$ cat src/hdl/complex_resonator_bank_assert.svh
// ----------------------------------------------------------------------------
// Complex resonator bank assertion macros
// Shared property wrappers for the resonator bank RTL.
// ----------------------------------------------------------------------------
`ifndef COMPLEX_RESONATOR_BANK_ASSERT_SVH
`define COMPLEX_RESONATOR_BANK_ASSERT_SVH

// Same-cycle implication, disabled during reset
`define CRB_ASSERT_IMP(label, clk, rstn, ante, cons) \
    label: assert property (@(posedge clk) disable iff (!rstn) (ante) |-> (cons)) \
        else $error("%m: same-cycle check failed");

// Next-cycle implication, disabled during reset
`define CRB_ASSERT_NXT(label, clk, rstn, ante, cons) \
    label: assert property (@(posedge clk) disable iff (!rstn) (ante) |=> (cons)) \
        else $error("%m: next-cycle check failed");

`endif

$ cat src/hdl/crb_pkg.sv
// ----------------------------------------------------------------------------
// Resonator bank package
// Sizes, operation codes, controller/datapath command types and helpers.
// ----------------------------------------------------------------------------
`timescale 1ns / 1ps
`default_nettype none

package crb_pkg;

    localparam int NUM_RES = 64;
    localparam int ADDR_W  = (NUM_RES > 1) ? $clog2(NUM_RES) : 1;
    localparam int IDX_W   = 6;

    // Stored words: coefficients and running state per resonator
    localparam int COEF_W  = 68;
    localparam int STATE_W = 176;

    // Iterative unit lengths
    localparam int SQ_STEPS  = 32;
    localparam int DIV_STEPS = 23;

    localparam logic [1:0] OP_SAMPLE    = 2'd0;
    localparam logic [1:0] OP_LOAD      = 2'd1;
    localparam logic [1:0] OP_STABILIZE = 2'd2;
    localparam logic [1:0] OP_READ      = 2'd3;

    typedef enum logic [3:0] {
        DP_NOP,
        DP_CAPTURE,
        DP_LOAD,
        DP_SMP_MUL1,
        DP_SMP_MUL2,
        DP_SMP_RES,
        DP_SMP_MUL3,
        DP_SMP_WR,
        DP_SQR_Z,
        DP_SQR_RR,
        DP_SUM,
        DP_SQRT_GO,
        DP_DIV_GO,
        DP_STB_WR,
        DP_OUT
    } dp_op_t;

    typedef struct packed {
        dp_op_t              op;
        logic [ADDR_W-1:0]   addr;
        logic                zero;
    } dp_cmd_t;

    typedef struct packed {
        logic m_zero;
        logic sqrt_done;
        logic div_done;
    } dp_stat_t;

    function automatic logic idx_in_range(input logic [IDX_W-1:0] idx);
        return (32'(idx) < 32'(NUM_RES));
    endfunction

    function automatic logic signed [31:0] sat32(input logic signed [63:0] v);
        if (v > 64'sd2147483647) begin
            return 32'sh7FFFFFFF;
        end else if (v < -64'sd2147483648) begin
            return 32'sh80000000;
        end
        return v[31:0];
    endfunction

    function automatic logic signed [23:0] sat24(input logic signed [63:0] v);
        if (v > 64'sd8388607) begin
            return 24'sh7FFFFF;
        end else if (v < -64'sd8388608) begin
            return 24'sh800000;
        end
        return v[23:0];
    endfunction

endpackage

`default_nettype wire

$ cat src/hdl/crb_ctrl.sv
// ----------------------------------------------------------------------------
// Resonator bank controller
// Item handshake, loaded flags, sweep over the bank and datapath sequencing.
// ----------------------------------------------------------------------------
`timescale 1ns / 1ps
`default_nettype none
`include "complex_resonator_bank_assert.svh"

module crb_ctrl
    import crb_pkg::*;
(
    input  wire logic                      aclk,
    input  wire logic                      aresetn,
    input  wire logic                      s_valid,
    output logic                           s_ready,
    input  wire logic [1:0]                s_operation,
    input  wire logic [crb_pkg::IDX_W-1:0] s_index,
    output logic                           m_valid,
    input  wire logic                      m_ready,
    output crb_pkg::dp_cmd_t               cmd,
    input  wire crb_pkg::dp_stat_t         stat
);

    typedef enum logic [4:0] {
        ST_IDLE,
        ST_LOAD,
        ST_CHK,
        ST_SMP1,
        ST_SMP2,
        ST_SMP3,
        ST_SMP4,
        ST_SMP5,
        ST_STB1,
        ST_STB2,
        ST_STB3,
        ST_STB4,
        ST_STB5,
        ST_STB6,
        ST_STB7,
        ST_NEXT,
        ST_RD0,
        ST_RD1,
        ST_RD2,
        ST_RD3,
        ST_RD4,
        ST_RD5
    } state_t;

    state_t              state_reg;
    logic [ADDR_W-1:0]   addr_reg;
    logic                stab_reg;
    logic [NUM_RES-1:0]  loaded_reg;
    logic                m_valid_reg;
    logic                accept;
    logic                out_free;

    assign s_ready  = (state_reg == ST_IDLE);
    assign accept   = s_valid && s_ready;
    assign out_free = !m_valid_reg || m_ready;
    assign m_valid  = m_valid_reg;

    // Sequencer
    always_ff @(posedge aclk) begin
        if (!aresetn) begin
            state_reg   <= ST_IDLE;
            addr_reg    <= '0;
            stab_reg    <= 1'b0;
            loaded_reg  <= '0;
            m_valid_reg <= 1'b0;
        end else begin
            // Drop the result once taken; the read state sets it itself
            if (m_valid_reg && m_ready && state_reg != ST_RD5) begin
                m_valid_reg <= 1'b0;
            end
            case (state_reg)
                ST_IDLE: begin
                    if (accept) begin
                        stab_reg <= (s_operation == OP_STABILIZE);
                        case (s_operation)
                            OP_LOAD: begin
                                addr_reg  <= ADDR_W'(s_index);
                                state_reg <= idx_in_range(s_index) ? ST_LOAD : ST_IDLE;
                            end
                            OP_READ: begin
                                addr_reg  <= ADDR_W'(s_index);
                                state_reg <= idx_in_range(s_index) ? ST_RD0 : ST_IDLE;
                            end
                            default: begin
                                addr_reg  <= '0;
                                state_reg <= ST_CHK;
                            end
                        endcase
                    end
                end
                ST_LOAD: begin
                    loaded_reg[addr_reg] <= 1'b1;
                    state_reg            <= ST_IDLE;
                end
                // Skip resonators that were never loaded
                ST_CHK: begin
                    if (!loaded_reg[addr_reg]) begin
                        state_reg <= ST_NEXT;
                    end else begin
                        state_reg <= stab_reg ? ST_STB1 : ST_SMP1;
                    end
                end
                ST_SMP1: state_reg <= ST_SMP2;
                ST_SMP2: state_reg <= ST_SMP3;
                ST_SMP3: state_reg <= ST_SMP4;
                ST_SMP4: state_reg <= ST_SMP5;
                ST_SMP5: state_reg <= ST_NEXT;
                ST_STB1: state_reg <= ST_STB2;
                ST_STB2: state_reg <= ST_STB3;
                // Leave a zero phasor as it is
                ST_STB3: state_reg <= stat.m_zero ? ST_NEXT : ST_STB4;
                ST_STB4: begin
                    if (stat.sqrt_done) begin
                        state_reg <= ST_STB5;
                    end
                end
                ST_STB5: state_reg <= ST_STB6;
                ST_STB6: begin
                    if (stat.div_done) begin
                        state_reg <= ST_STB7;
                    end
                end
                ST_STB7: state_reg <= ST_NEXT;
                // Advance the sweep, drop back to idle after the last resonator
                ST_NEXT: begin
                    if (addr_reg == ADDR_W'(NUM_RES - 1)) begin
                        state_reg <= ST_IDLE;
                    end else begin
                        addr_reg  <= addr_reg + ADDR_W'(1);
                        state_reg <= ST_CHK;
                    end
                end
                ST_RD0: state_reg <= ST_RD1;
                ST_RD1: state_reg <= ST_RD2;
                ST_RD2: state_reg <= ST_RD3;
                ST_RD3: state_reg <= ST_RD4;
                ST_RD4: begin
                    if (stat.sqrt_done) begin
                        state_reg <= ST_RD5;
                    end
                end
                // Hold until the result register is free
                ST_RD5: begin
                    if (out_free) begin
                        m_valid_reg <= 1'b1;
                        state_reg   <= ST_IDLE;
                    end
                end
                default: state_reg <= ST_IDLE;
            endcase
        end
    end

    // Datapath commands
    always_comb begin
        cmd.addr = addr_reg;
        cmd.zero = !loaded_reg[addr_reg];
        case (state_reg)
            ST_IDLE: cmd.op = accept ? DP_CAPTURE : DP_NOP;
            ST_LOAD: cmd.op = DP_LOAD;
            ST_SMP1: cmd.op = DP_SMP_MUL1;
            ST_SMP2: cmd.op = DP_SMP_MUL2;
            ST_SMP3: cmd.op = DP_SMP_RES;
            ST_SMP4: cmd.op = DP_SMP_MUL3;
            ST_SMP5: cmd.op = DP_SMP_WR;
            ST_STB1: cmd.op = DP_SQR_Z;
            ST_STB2: cmd.op = DP_SUM;
            ST_STB3: cmd.op = stat.m_zero ? DP_NOP : DP_SQRT_GO;
            ST_STB5: cmd.op = DP_DIV_GO;
            ST_STB7: cmd.op = DP_STB_WR;
            ST_RD1:  cmd.op = DP_SQR_RR;
            ST_RD2:  cmd.op = DP_SUM;
            ST_RD3:  cmd.op = DP_SQRT_GO;
            ST_RD5:  cmd.op = out_free ? DP_OUT : DP_NOP;
            default: cmd.op = DP_NOP;
        endcase
    end

    `CRB_ASSERT_IMP(a_sqrt_done_waited, aclk, aresetn, stat.sqrt_done, (state_reg == ST_STB4 || state_reg == ST_RD4))
    `CRB_ASSERT_IMP(a_div_done_waited, aclk, aresetn, stat.div_done, (state_reg == ST_STB6))
    `CRB_ASSERT_NXT(a_load_marks, aclk, aresetn, (state_reg == ST_LOAD), loaded_reg[$past(addr_reg)])

endmodule

`default_nettype wire

$ cat config.mk
export PLATFORM = sky130hd
export DESIGN_NAME = crb_ctrl
export DESIGN_NICKNAME = d
export VERILOG_FILES = /design/src/hdl/crb_pkg.sv /design/src/hdl/crb_ctrl.sv
export VERILOG_INCLUDE_DIRS = /design/src /design/src/hdl
export SDC_FILE = /design/constraint.sdc
export NUM_CORES = 1
export LEC_CHECK = 0
export ABC_AREA = 1
export BUFFER_PORTS_ARGS = -buffer_cell sky130_fd_sc_hd__buf_4
export CAP_MARGIN = 10
export CORE_MARGIN = 8
export CORE_UTILIZATION = 60
export CTS_BUF_LIST = sky130_fd_sc_hd__clkbuf_8 sky130_fd_sc_hd__clkbuf_16
export CTS_CLUSTER_SIZE = 8
export DETAILED_ROUTE_END_ITERATION = 10
export GPL_ROUTABILITY_DRIVEN = 1
export PLACE_DENSITY = 0.84
export SETUP_SLACK_MARGIN = 0.15
export SYNTH_ARGS = -nofsm -noshare
export SYNTH_HDL_FRONTEND = slang
export SYNTH_SLANG_ARGS = --single-unit
$ cat constraint.sdc
create_clock -name aclk -period 1.94 [get_ports aclk]
set_input_delay 0.194 -clock aclk [delete_from_list [all_inputs] [get_ports aclk]]
set_output_delay 0.194 -clock aclk [all_outputs]
set_load 0.01 [all_outputs]
==> reports/qor.yml <==
hold_path:
  min_path_cells: 3
  hp-class: "in -> reg"
  worstHoldEndpoint: "addr_reg[1]"
  min_from: "aresetn"
global_route:
  overflow: 0
  grt_start_max_net_pins: 75
  antenna_found_initial: 0
  grt_pass1_vias: 4245
  grt_use_total_pct: 25.28
  grt_pass1_wl_um: 20110
timing:
  hold_slack_ns: 0.1053
  hold_violations: 0
  finalSetupTns_ns: -0.7307
  timing.fmax_mhz: 432.9
  skew_ns: 0.01237
  slew_headroom_pct: 55.65
  rsz0062_at_grt: "true"
  fin_crit_sh_pct: 119.1
  worst_pin_slew_ns: 0.6601
  setup_slack_ns: -0.3699
  finalMaxSlewViolations: 0
  period_minus_slack_ns: 2.310
  finalSetupViolations: 5
synth:
  synth.area.mux_share_pct: 0
  synth_top_family_by_area: "simple AND/OR/NAND/NOR gates"
  synth_edf_count: 0
  ys_ff_latch: 77
  synthCells: 582
  yosys_warnings: 0
  ys_dominant_reg_cell: "dfxtp_1"
  synth_fp_nets: 598
  synth_xor_area_share_pct: 0.2190
  async_flop_share_pct: 0
  syn_area_per_cell_um2: 6.873
  synth_fa_ha_area_share_pct: 0.3128
  synth-compound-area-share_pct: 17.05
  synthSimpleGateAreaFrac_pct: 33.59
  synth_area_mm2: 0.004000
  ys_types: 45
  synth-seq-area-share_pct: 38.54
place:
  post-place-ws_ns: -0.003290
  dp_hpwl_um: 8138
  place_congestion: 0.9968
  io_buffers: 27
  dp_cells: 704
die:
  coreArea_mm2: 0.006386
  top_level_ports: 28
  die_area_mm2: 0.009536
  rows: 29
  die_h_um: 97.65
  start_util_pct: 62.64
  die_x_um: 97.65
final_layout:
  fin_cells: 753
  syn2layout_area_growth_pct: 32.72
  largest_reg_flops: 64
  fin_nets: 687
  drive_above_1_share_pct: 31.80
  mostFrequentLayoutCells: "nand2_1, buf_4, dfxtp_1, nor2_1, inv_1"
  insertedDiodeCount: 0
  final_common_cell: "nand2_1"
power:
  total_power_mw: 6.762
  p_leak_nw: 2.334
  peakVddDrop_mv: 0.9628
  powerDensity_mw_per_mm2: 1274
critical_path:
  reg2reg_slack_ns: -0.10
  arrival_ns: 2.12
  r2r_start: "addr_reg[1]"
  cp.required_ns: 1.75
  crit_chain: "inv_2 -> nor2_1 -> o211ai_1 -> nand2_1 -> o21ai_1 -> nand2_1 -> nor4_4 -> buf_4 -> buf_4"
  cp_max_fo: 7
  worstSetupPathType: "reg -> out"
  worstReg2RegEnd: "state_reg[0]"
  cpPeakStageDelay_ns: 0.44
  crit_slowest_cell: "dfxtp_2"
  start_kind: "flip-flop"
  endpoint_kind: "output pin"
  reg2reg_depth: 12
drt:
  ant_nets: 0
  vias: 4748
  wl_per_cell_um: 18.27
  firstDrtPassIters: 7
  initialDrtViolationCount: 617
  vias_per_cell: 6.305
  route.detailed.drc: 0
  drt_wl_total_um: 13760
outcome:
  failed_checks: "setup timing"
  status: "finished with violations"
cts:
  clk_latency_ns: 0.37
  numCtsBuffers: 9
  htreeDepth: 3
  clk_path_buf_depth: 2
  clk_pin_slew_ns: 0.09
  cts-root-buf: "clkbuf_8"
  cts_sinks: 77
  hold_buffers: 0
  cts_tree: "yes"
job:
  cap_violations: 0
==> cell families (layout without fill, tap and decap cells) <==
logic type,after synthesis,in the layout
flops,77,77
simple gates,300,300
fa+ha+maj,1,1
xor+xnor,1,1
buf+inv,89,183
compound gates,114,114
==> worst max path at each step <==
stage / slack (ns) / to / start / depth (start not counted)
after global placement: 0.10 / state_reg[1] / addr_reg[2] / 12
after CTS: -0.25 / cmd[0] / addr_reg[0] / 12
after floorplan: 0.21 / cmd[0] / addr_reg[0] / 8
after detailed placement: -0.003 / cmd[0] / addr_reg[0] / 13
after global routing: -0.50 / cmd[0] / addr_reg[1] / 9
final: -0.37 / cmd[0] / addr_reg[1] / 9
==> layer usage <==
metal	global-route usage (%)	up-vias	routed length (µm)
met5	0	-	0
met3	5.405	106	1431
met2	43.30	386	6668
met1	28.82	2176	4856
met4	12.82	0	804
li1	-	2080	-
==> worst max-delay path: cells and delay by family, from the launching register on <==
family / cells / cell delay (ns)
AND/OR/NAND/NOR: 4 / 0.70
flip-flops: 1 / 0.44
buffers and inverters: 3 / 0.35
AO/OA/AOI/OAI: 2 / 0.26
==> power breakdown <==
part / switching [mW] / total [mW] / leakage (nW) / internal, mW
registers: 0.233 / 1.95 / 0.627 / 1.72
clock network: 0.683 / 1.30 / 0.103 / 0.615
logic: 2.11 / 3.51 / 1.61 / 1.41
total: 3.02 / 6.76 / 2.33 / 3.74
==> repair_timing <==
action                     4_1_cts  5_1_grt
gates cloned                     0        0
pin swaps                        9       32
resized for setup               47       60
buffers inserted                13       20
setup endpoints to repair       20       51
==> Yosys cell counts (2+ instances only) <==
master	n	area share, %
o21ai_1	8	1.0
nand4_1	4	0.63
dfxtp_1	77	39
nor4_1	3	0.47
nor3_1	2	0.25
o211ai_1	7	1.3
o21ai_0	8	1.0
nor3_2	6	1.5
nand3_1	38	4.8
nand2_1	159	15
buf_6	4	1.1
clkbuf_1	7	0.66
a21oi_1	60	7.5
nor2_1	70	6.6
a31oi_1	15	2.3
nor2_2	5	0.78
inv_2	8	0.75
nor2_4	3	0.84
buf_4	3	0.56
buf_2	7	0.88
inv_1	57	5.3
a21oi_2	3	0.66
a211oi_2	2	0.63
nand3b_1	2	0.38
nor3_4	4	1.6
==> metrics by stage <==
stage | cell area (µm²) | util [%]
after floorplan | 4000 | -
after global placement | 4497 | 70.42
after detailed placement | 4497 | 70.42
after CTS | 4933 | 77.25
after global routing | 5309 | 83.13
final | 5309 | 83.13
==> cell type report <==
cell class / count / area (µm²)
Multi-Input combinational cell: 416 / 2296
Fill cell: 348 / 1077
Tap cell: 77 / 96.34
Sequential cell: 77 / 1567
Clock inverter: 7 / 80.08
Timing Repair Buffer: 102 / 884.6
Clock buffer: 9 / 123.9
Inverter: 65 / 261.5
Power figures use the tool's default switching activity.
